## src/rtl/sosr_pkg.sv

```systemverilog
package sosr_pkg;

    localparam int GRID_POINTS_DEF = 16;
    localparam int ACC_W           = 48;
    localparam int DIV_STEPS       = 31;

    localparam logic signed [31:0] SYM_MAX = 32'sh7FFF_FFFF;

    typedef enum logic [1:0] {
        OP_LOAD_EIG = 2'd0,
        OP_LOAD_VEC = 2'd1,
        OP_LOAD_RHS = 2'd2,
        OP_COMPUTE  = 2'd3
    } t_op;

    typedef enum logic [1:0] {
        STS_OK       = 2'd0,
        STS_SINGULAR = 2'd1,
        STS_INVALID  = 2'd2
    } t_status;

    typedef enum logic [1:0] {
        CFG_OCC_COUNT = 2'd0,
        CFG_OCC_INDEX = 2'd1,
        CFG_OMEGA     = 2'd2,
        CFG_VOLUME    = 2'd3
    } t_cfg_idx;

    typedef enum logic [5:0] {
        S_IDLE, S_CHK, S_EOCC, S_SCAN_RD, S_SCAN_CK,
        S_DOT_RD, S_DOT_M0, S_DOT_M1, S_DOT_M2, S_DOT_M3, S_DOT_M4,
        S_SC0, S_SC1, S_SC2,
        S_DN0, S_DN1, S_DN2, S_DN3, S_DN4, S_DN5, S_DN6,
        S_DIVR_GO, S_DIVR_WT, S_DIVI_GO, S_DIVI_WT,
        S_AC_RD, S_AC0, S_AC1, S_AC2, S_AC3, S_AC4,
        S_OUT
    } t_state;

    // clamp to the symmetric 32-bit range
    function automatic logic signed [31:0] csym64(input logic signed [63:0] x);
        logic signed [31:0] r;
        if (x > 64'sh0000_0000_7FFF_FFFF) begin
            r = SYM_MAX;
        end else if (x < 64'shFFFF_FFFF_8000_0001) begin
            r = -SYM_MAX;
        end else begin
            r = x[31:0];
        end
        return r;
    endfunction

    function automatic logic signed [31:0] csym32(input logic signed [31:0] x);
        logic signed [31:0] r;
        if (x == 32'sh8000_0000) begin
            r = -SYM_MAX;
        end else begin
            r = x;
        end
        return r;
    endfunction

    function automatic logic signed [ACC_W-1:0] sat48(input logic signed [ACC_W:0] x);
        logic signed [ACC_W-1:0] r;
        if (x > 49'sh0_7FFF_FFFF_FFFF) begin
            r = 48'sh7FFF_FFFF_FFFF;
        end else if (x < 49'sh1_8000_0000_0000) begin
            r = 48'sh8000_0000_0000;
        end else begin
            r = x[ACC_W-1:0];
        end
        return r;
    endfunction

    function automatic logic signed [31:0] sat32(input logic signed [ACC_W-1:0] x);
        logic signed [31:0] r;
        if (x > 48'sh0000_7FFF_FFFF) begin
            r = 32'sh7FFF_FFFF;
        end else if (x < 48'shFFFF_8000_0000) begin
            r = 32'sh8000_0000;
        end else begin
            r = x[31:0];
        end
        return r;
    endfunction

endpackage

```

## src/rtl/sosr_cell.sv

```systemverilog
module sosr_cell (
    input  logic                              i_clk,
    input  logic                              i_clr,
    input  logic                              i_shift,
    input  logic signed [sosr_pkg::ACC_W-1:0] i_re,
    input  logic signed [sosr_pkg::ACC_W-1:0] i_im,
    output logic signed [sosr_pkg::ACC_W-1:0] o_re,
    output logic signed [sosr_pkg::ACC_W-1:0] o_im
);
    import sosr_pkg::*;

    logic signed [ACC_W-1:0] r_re;
    logic signed [ACC_W-1:0] r_im;

    // one grid point's accumulator, passed along the ring on each shift
    always_ff @(posedge i_clk) begin
        if (i_clr) begin
            r_re <= '0;
            r_im <= '0;
        end else if (i_shift) begin
            r_re <= i_re;
            r_im <= i_im;
        end
    end

    assign o_re = r_re;
    assign o_im = r_im;

endmodule

```

## config.mk

```make
export PLATFORM = sky130hd
export DESIGN_NAME = sosr_cell
export DESIGN_NICKNAME = d
export VERILOG_FILES = /design/src/rtl/sosr_pkg.sv /design/src/rtl/sosr_cell.sv
export SDC_FILE = /design/constraint.sdc
export NUM_CORES = 1
export LEC_CHECK = 0
export ABC_CLOCK_PERIOD_IN_PS = 800
export BUFFER_PORTS_ARGS = -buffer_cell sky130_fd_sc_hd__buf_2
export CORE_UTILIZATION = 39
export DETAILED_ROUTE_END_ITERATION = 10
export GPL_TIMING_DRIVEN = 0
export PLACE_DENSITY = 0.76
export SETUP_SLACK_MARGIN = 0.02
export SLEW_MARGIN = 20
export SYNTH_ARGS = -nofsm -noshare
export SYNTH_HDL_FRONTEND = slang
export SYNTH_SLANG_ARGS = --single-unit
export TNS_END_PERCENT = 5
```

## constraint.sdc

```tcl
create_clock -name i_clk -period 0.8 [get_ports i_clk]
set_input_delay 0.12 -clock i_clk [delete_from_list [all_inputs] [get_ports i_clk]]
set_output_delay 0.12 -clock i_clk [all_outputs]
set_load 0.005 [all_outputs]
```

==> results of run 1 <==
==> per-stage QoR <==
stage	cell area [um^2]	total power, W
3_5_place_dp	4540	0.00661
6_report	5640	0.0100
5_1_grt	5640	0.0105
2_1_floorplan	3450	0.00597
4_1_cts	5380	0.00997
3_3_place_gp	4540	0.00656
==> state kept, by name, summed over array words and instances (netlist names) <==
| register | flops |
|---|---|
| o_im | 48 |
| o_re | 48 |
==> area by class of cell <==
type | count | area (um^2) | share of cell area (%)
clock inverter | 5 | 57.6 | 1.02
buffer | 22 | 204 | 3.61
multi-input combinational | 192 | 1320 | 23.4
clock buffer | 11 | 131 | 2.33
timing repair buffer | 238 | 1760 | 31.1
tap | 105 | 131 | 2.33
sequential | 96 | 2040 | 36.2
==> logic make-up (layout without fill, tap and decap cells) <==
group	Yosys count	in the layout
flip-flops	96	96
multiplexers	96	96
buffers and inverters	22	276
AND/OR/NAND/NOR	96	96
==> power breakdown <==
part	total (W)	internal, W	switching (W)
sequential	0.00530	0.00512	0.000181
combinational	0.00167	0.00103	0.000640
clock	0.00306	0.00144	0.00162
total	0.0100	0.00759	0.00244
==> routing by layer <==
| layer | vias up | track usage [%] | share of wire, % | routed length [um] |
|---|---|---|---|---|
| li1 | 1513 | - | - | - |
| met1 | 1374 | 19.9 | 38 | 3550 |
| met2 | 134 | 36.4 | 54 | 5050 |
| met3 | 8 | 6.00 | 7.5 | 708 |
| met4 | 0 | 5.85 | 1.0 | 98 |
| met5 | - | 0 | 0 | 0 |
==> cell usage in the layout (no fill, tap or decap) <==
cell / n
bufinv_16: 1
clkbuf_1: 7
buf_8: 1
mux2i_1: 96
clkinv_2: 1
dfxtp_2: 96
clkbuf_2: 2
dlygate4sd3_1: 43
buf_4: 8
buf_12: 5
clkbuf_8: 9
dlymetal6s4s_1: 1
nor2_1: 96
buf_2: 141
clkinvlp_4: 3
buf_6: 54
==> final timing paths <==
| check | slack (ns) | startpoint | end | depth (start not counted) |
|---|---|---|---|---|
| max | -0.13 | o_im[20] | o_im[20] | 1 |
| min | 0.003 | i_im[39] | o_im[39] | 3 |
| max reg2reg | 0 | o_im[25] | o_im[25] | 2 |
| min reg2reg | 0.48 | o_re[20] | o_re[20] | 2 |
==> what timing repair did <==
| item | CTS | global route |
|---|---|---|
| buffers inserted | 0 | 2 |
| endpoints found under the hold margin | 43 | 1 |
| endpoints found under the setup margin | 96 | 98 |
| gates cloned | 0 | 0 |
| hold buffers | 43 | 1 |
| pin swaps | 0 | 1 |
| resized for setup | 109 | 42 |
==> flow_summary.ini, run 1 <==
[outcome]
status = complete, but fails checks
failed_checks = negative setup slack

[route]
ant_nets = 0
viasPerCell = 4.53
drt-total-wl_mm = 9.41
first_pass_iters = 4
wire_per_inst_um = 14.1
dr_total_vias = 3029
drtIter0Drc = 50
drcViolationCount = 0

[logic_synthesis]
syn_area_um2 = 3430
synthAdderAreaFrac_pct = 0
synth-compound-area-share_pct = 0
yosys_register_bits = 96
ys.warnings.count = 0
synth_nets = 409
avgSynthCellArea_um2 = 11.1
ys.flop_type = dfxtp_1
ys_seq_area_share_pct = 56.0
synth_top_family_by_area = multiplexers
yosys-top-cells-area = dfxtp_1 (56%), mux2i_1 (28%), nor2_1 (11%)
netlist_instances = 310
synth-simple-area-share_pct = 10.5
synth_top_area_share_pct = 56.0
synthArstFlopShare_pct = 0
synth_edf_count = 0
synthMuxAreaShare_pct = 28.0
yosys-top-cells-count = dfxtp_1 (96), mux2i_1 (96), nor2_1 (96), buf_4 (7), clkbuf_1 (7)
yosys.area.top_type = dfxtp_1
ys_types = 9
synthXorXnorAreaFrac_pct = 0

[global_routing]
antenna_found_initial = 0
track_usage_pct = 19.1
grt_max_degree = 16
grt_pass1_vias = 2909
grt-ovfl-total = 0
grt_pass1_wl_mm = 13.2

[floorplanning]
rows = 33
die_w_um = 95.8
io_pins = 195
dieArea_um2 = 9170
core_um2 = 8380
die_h_um = 95.8
start_util_pct = 40.9

[timing]
max_freq_ghz = 1.08
grt_setup_unrepaired = yes
max_slew_margin_pct = 64.1
finalHoldViolations = 0
final_max_slew_viol_count = 0
tns_ns = -10.75
worstMarginPinSlew_ns = 0.539
finalCritPeriodShare_pct = 116
min_period_ns = 0.928
finalSetupViolCount = 97
fin_worst_skew_ns = 0
holdWs_ns = 0.00264
setup_slack_ns = -0.128

[worst_hold_path]
hold_path_class = primary input to register

[setup_path]
path_buf_inv = 1
crit_arrival_ns = 0.81
critPathMaxStageDelay_ns = 0.34
critPathSlowestCell = dfxtp_2
crit_chain = buf_2
worstPathRequired_ns = 0.68
critPathKind = register to output port
path_delay_family = flip-flops
worstSetupEndpointType = output port
path_max_fanout = 2
setup.worst_path.start_class = register

[finish]
final_util_pct = 67.3
area_delta_synth_final_pct = 64.6
drive_gt1_share_pct = 56.9
nNetsFinal = 658
fill_cells = 623
diodes = 0
instances_no_fill = 669

[placed_design]
place_inst = 607
place.gp.congestion = 0.716
post-place-ws_ns = -0.175
port_buffers = 192
post-dp-hpwl_mm = 6.15

[clock_tree]
cts.sinks = 96
root_buffer = clkbuf_8
worst_skew_pair.late_latency_ns = 0.34
cts_buffer_depth = 2
cts_made_buffers = 9
htreeDepth = 3
clk_pin_slew_worst_paths_ns = 0.09
cts_tree = yes

[power]
peakVddDrop_mv = 1.37
p_per_area_nw_per_um2 = 1780
p_leak_nw = 2.89

[flow_run]
drv_cap = 0
No activity file was read; power rests on OpenSTA's default activity.
==> inputs of run 2 (changes only) <==
--- a/config.mk
+++ b/config.mk
@@ -10,7 +10,7 @@
 export CORE_UTILIZATION = 39
 export DETAILED_ROUTE_END_ITERATION = 10
 export GPL_TIMING_DRIVEN = 0
-export PLACE_DENSITY = 0.76
+export PLACE_DENSITY = 0.75
 export SETUP_SLACK_MARGIN = 0.02
 export SLEW_MARGIN = 20
 export SYNTH_ARGS = -nofsm -noshare
==> flow_summary.ini, run 2 (synthesis gave the netlist of run 1 again) <==
[global_routing]
track_usage_pct = 19.4
antenna_found_initial = 0
grt_pass1_wl_mm = 13.4
grt_max_degree = 16
grt-ovfl-total = 0
grt_pass1_vias = 2954

[placed_design]
place.gp.congestion = 0.733
port_buffers = 192
post-dp-hpwl_mm = 6.16

[outcome]
failed_checks = negative setup slack
status = complete, but fails checks

[finish]
layout_commonest_cell = buf_2
fill_cells = 652
layout_common_cells = buf_2 (142), nor2_1 (96), dfxtp_2 (95)
drive_gt1_share_pct = 57.8
diodes = 0
nNetsFinal = 653
area_delta_synth_final_pct = 64.1

[floorplanning]
dieArea_um2 = 9170
die_h_um = 95.8
core_um2 = 8380
die_w_um = 95.8
start_util_pct = 40.9
rows = 33
io_pins = 195

[clock_tree]
root_buffer = clkbuf_8
cts_tree = yes
cts.sinks = 96
cts_made_buffers = 9
clk_pin_slew_worst_paths_ns = 0.09
cts_buffer_depth = 2
htreeDepth = 3
worst_skew_pair.late_latency_ns = 0.33

[setup_path]
worstSetupEndpointType = output port
path_depth = 1
worstPathRequired_ns = 0.68
path_max_fanout = 2
critPathSlowestCell = dfxtp_2
path_delay_family = flip-flops
crit_arrival_ns = 0.80
crit_chain = buf_6
path_buf_inv = 1
setup.worst_path.start_class = register
critPathKind = register to output port
rr_worst_depth = 3
critPathMaxStageDelay_ns = 0.36

[timing]
max_freq_ghz = 1.08
finalHoldViolations = 0
fin_worst_skew_ns = 0
worstMarginPinSlew_ns = 0.480
grt_setup_unrepaired = yes
setup_slack_ns = -0.124
min_period_ns = 0.924
tns_ns = -9.80
max_slew_margin_pct = 68.0
holdWs_ns = 0.0203
finalCritPeriodShare_pct = 116
final_max_slew_viol_count = 0
finalSetupViolCount = 97

[route]
dr_total_vias = 3055
drtIter0Drc = 30
first_pass_iters = 4
viasPerCell = 4.60
drcViolationCount = 0
drt-total-wl_mm = 9.32
ant_nets = 0
wire_per_inst_um = 14.0

[power]
p_per_area_nw_per_um2 = 1820
p_leak_nw = 2.89
peakVddDrop_mv = 1.21

[flow_run]
drv_cap = 0

[worst_hold_path]
hold_path_class = primary input to register
min_path_cells = 3
==> run 2: cell types whose count changed in the layout (fill, tap and decap cells not counted), sizes merged <==
cell | previous run | this run
buf | 209 | 208
clkinv | 1 | 2
clkbuf | 18 | 19
clkinvlp | 3 | 1
dlygate4sd3 | 43 | 38
dlymetal6s4s | 1 | 2
==> run 2: metrics by stage <==
stage | total power, W | setup WS [ns] | utilization, % | cells | area (um^2)
finish | 0.0103 | -0.124 | 67.1 | 664 | 5630
global route | 0.0108 | -0.167 | 67.1 | 664 | 5630
floorplan | 0.00597 | -0.0135 | - | 310 | 3450
global placement | 0.00657 | -0.164 | 54.2 | 607 | 4540
detailed placement | 0.00661 | -0.177 | 54.2 | 607 | 4540
CTS | 0.0102 | -0.145 | 64.1 | 661 | 5370
==> run 2: cell type report <==
cell class	count	area (um^2)	area share [%]
Sequential cell	96	2040	36.3
Timing Repair Buffer	233	1710	30.3
Multi-Input combinational cell	192	1330	23.6
Buffer	22	204	3.62
Clock buffer	12	165	2.94
Tap cell	105	131	2.33
Clock inverter	4	51.3	0.912
==> run 2: path summary, 6_finish.rpt <==
path,from,end,slack (ns)
max,o_im[39],o_im[39],-0.12
min,i_im[13],o_im[13],0.02
max reg2reg,o_re[23],o_re[23],0.03
min reg2reg,o_im[11],o_im[11],0.49
==> run 2: repair_timing <==
action | 4_1_cts | 5_1_grt
buffers inserted | 0 | 1
resized for setup | 110 | 42
hold buffers | 38 | 2
hold endpoints to repair | 38 | 2
endpoints found under the setup margin | 96 | 100
pin swaps | 0 | 3
==> run 2: layer usage <==
layer	GRT usage (%)	up-vias	wire, um
met5	0	-	0
met4	7.84	0	112
met3	5.69	11	757
met2	37.0	132	4920
met1	19.7	1407	3530
li1	-	1505	-
==> run 2: where the power goes <==
part           switching [W]  internal (W)  total [W]
Clock                0.00160       0.00170    0.00330
Sequential          0.000181       0.00512    0.00530
Combinational       0.000640       0.00102    0.00166
==> inputs of run 3 (changes only) <==
--- a/config.mk
+++ b/config.mk
@@ -5,12 +5,13 @@
 export SDC_FILE = /design/constraint.sdc
 export NUM_CORES = 1
 export LEC_CHECK = 0
+export ABC_AREA = 1
 export ABC_CLOCK_PERIOD_IN_PS = 800
 export BUFFER_PORTS_ARGS = -buffer_cell sky130_fd_sc_hd__buf_2
-export CORE_UTILIZATION = 39
+export CORE_UTILIZATION = 42
 export DETAILED_ROUTE_END_ITERATION = 10
 export GPL_TIMING_DRIVEN = 0
-export PLACE_DENSITY = 0.75
+export PLACE_DENSITY = 0.77
 export SETUP_SLACK_MARGIN = 0.02
 export SLEW_MARGIN = 20
 export SYNTH_ARGS = -nofsm -noshare
==> flow_summary.ini, run 3 <==
[outcome]
status = complete, but fails checks
failed_checks = negative setup slack

[logic_synthesis]
synth_edf_count = 0
netlist_instances = 608
ys.warnings.count = 0
yosys-top-cells-area = dfxtp_1 (48%), nand2_1 (18%), nor2_1 (18%)
syn_area_um2 = 4010
synth_top_area_share_pct = 47.9
ys_types = 9
yosys-top-cells-count = nand2_1 (192), nor2_1 (192), dfxtp_1 (96), inv_1 (96), buf_6 (20)
yosys_register_bits = 96
synthArstFlopShare_pct = 0
synth_nets = 707
avgSynthCellArea_um2 = 6.60
ys_seq_area_share_pct = 47.9
yosys.area.top_type = dfxtp_1
ys.flop_type = dfxtp_1

[timing]
max_slew_margin_pct = 69.9
tns_ns = -10.48
finalSetupViolCount = 96
worstMarginPinSlew_ns = 0.452
grt_setup_unrepaired = yes
min_period_ns = 0.929
final_max_slew_viol_count = 0
fin_worst_skew_ns = 0
setup_slack_ns = -0.129
max_freq_ghz = 1.08
finalHoldViolations = 0
finalCritPeriodShare_pct = 116

[floorplanning]
core_um2 = 9240
start_util_pct = 43.4
io_pins = 195
die_w_um = 99.8
die_h_um = 99.8
rows = 35
dieArea_um2 = 9950

[worst_hold_path]
hp-start = i_re[39]
hold_path_class = primary input to register

[clock_tree]
clk_pin_slew_worst_paths_ns = 0.10
cts.sinks = 96
holdBufCountCts = 0
cts_made_buffers = 9
htreeDepth = 3
worst_skew_pair.late_latency_ns = 0.34
root_buffer = clkbuf_8
cts_tree = yes
cts_buffer_depth = 2

[flow_run]
drv_cap = 0

[global_routing]
antenna_found_initial = 0
grt_use_met1_pct = 22.7
use_met3_pct = 5.90
track_usage_pct = 19.5
grt_pass1_wl_mm = 15.4
grt_pass1_vias = 3464
grt_max_degree = 16
grt-ovfl-total = 0
top_usage_layer = met2
use_met2_pct = 33.8

[route]
drtIter0Drc = 82
drcViolationCount = 0
dr_total_vias = 3948
drt-total-wl_mm = 9.73
ant_nets = 0
viasPerCell = 4.17
wire_per_inst_um = 10.3
first_pass_iters = 4

[setup_path]
crit_end = o_im[7]
critPathSlowestCell = dfxtp_2
path_max_fanout = 2
path_depth = 1
rr_worst_depth = 2
path_delay_family = flip-flops
crit_arrival_ns = 0.81
r2r_slack_ns = 0.21
setup.worst_path.start_class = register
worstPathRequired_ns = 0.68
crit_start = o_im[7]
crit_chain = buf_2
critPathMaxStageDelay_ns = 0.34
critPathKind = register to output port
worstReg2RegEnd = o_re[42]
worstSetupEndpointType = output port
worstReg2RegStart = o_re[42]
path_buf_inv = 1

[finish]
fill_cells = 888
layout_common_cells = nor2_1 (192), nand2_1 (192), buf_2 (142)
final_util_pct = 62.6
area_delta_synth_final_pct = 44.1
nNetsFinal = 911
diodes = 0
drive_gt1_share_pct = 40.4

[power]
p_leak_nw = 3.39
peakVddDrop_mv = 0.937
p_per_area_nw_per_um2 = 1790
power_w = 0.0104

[placed_design]
place.gp.congestion = 0.760
post-dp-hpwl_mm = 6.99
port_buffers = 193
[run 3: what timing repair did]
action,4_1_cts,5_1_grt
gates resized for setup,127,21
setup buffers,0,0
setup endpoints to repair,96,96
[run 3: worst min-delay path by stage]
stage                          end  slack, ns  cells past startpoint
after floorplan            o_im[0]       0.31                      4
after global placement    o_re[46]       0.40                      5
after detailed placement  o_re[46]       0.41                      5
after CTS                  o_re[8]       0.02                      5
after global routing       o_re[0]       0.03                      5
final                     o_re[39]       0.04                      5
[run 3: kinds of logic after synthesis]
family | synth area share, %
buffers and inverters | 16.2
and+or+nand+nor | 35.9
DFF | 47.9
[run 3: area by class of cell]
cell class                 count  area (um^2)  area share [%]
sequential                    96         2040            35.3
multi-input combinational    384         1440            24.9
timing repair buffer         193         1290            22.3
inverter                      97          364            6.29
buffer                        31          287            4.95
tap                          129          161            2.79
clock buffer                  12          145            2.51
clock inverter                 4         53.8           0.930
[run 3: stage by stage]
| step | instance area, um^2 | cells | setup WS (ns) | hold WS [ns] |
|---|---|---|---|---|
| 2_1_floorplan | 4010 | 608 | 0.143 | 0.308 |
| 3_3_place_gp | 5140 | 930 | -0.181 | 0.403 |
| 3_5_place_dp | 5140 | 930 | -0.195 | 0.411 |
| 4_1_cts | 5650 | 946 | -0.150 | 0.0245 |
| 5_1_grt | 5790 | 946 | -0.161 | 0.0339 |
| 6_report | 5790 | 946 | -0.129 | 0.0406 |
[run 3: routing by layer]
layer / vias to the layer above / part of all wire [%]
li1: 2119 / -
met1: 1682 / 44
met2: 136 / 46
met3: 11 / 7.8
met4: 0 / 1.4
met5: - / 0
[run 3: report_power, final]
part           leakage (nW)  internal [W]  switching [W]
Sequential            0.826       0.00518       0.000200
Combinational          2.47      0.000977       0.000826
Clock                0.0928       0.00154        0.00164
Total                  3.39       0.00770        0.00267
[run 3: tightest hold or removal path: cells and delay by family]
family                 cells  cell delay (ns)
AND/OR/NAND/NOR            3             0.12
buffers and inverters      2             0.13
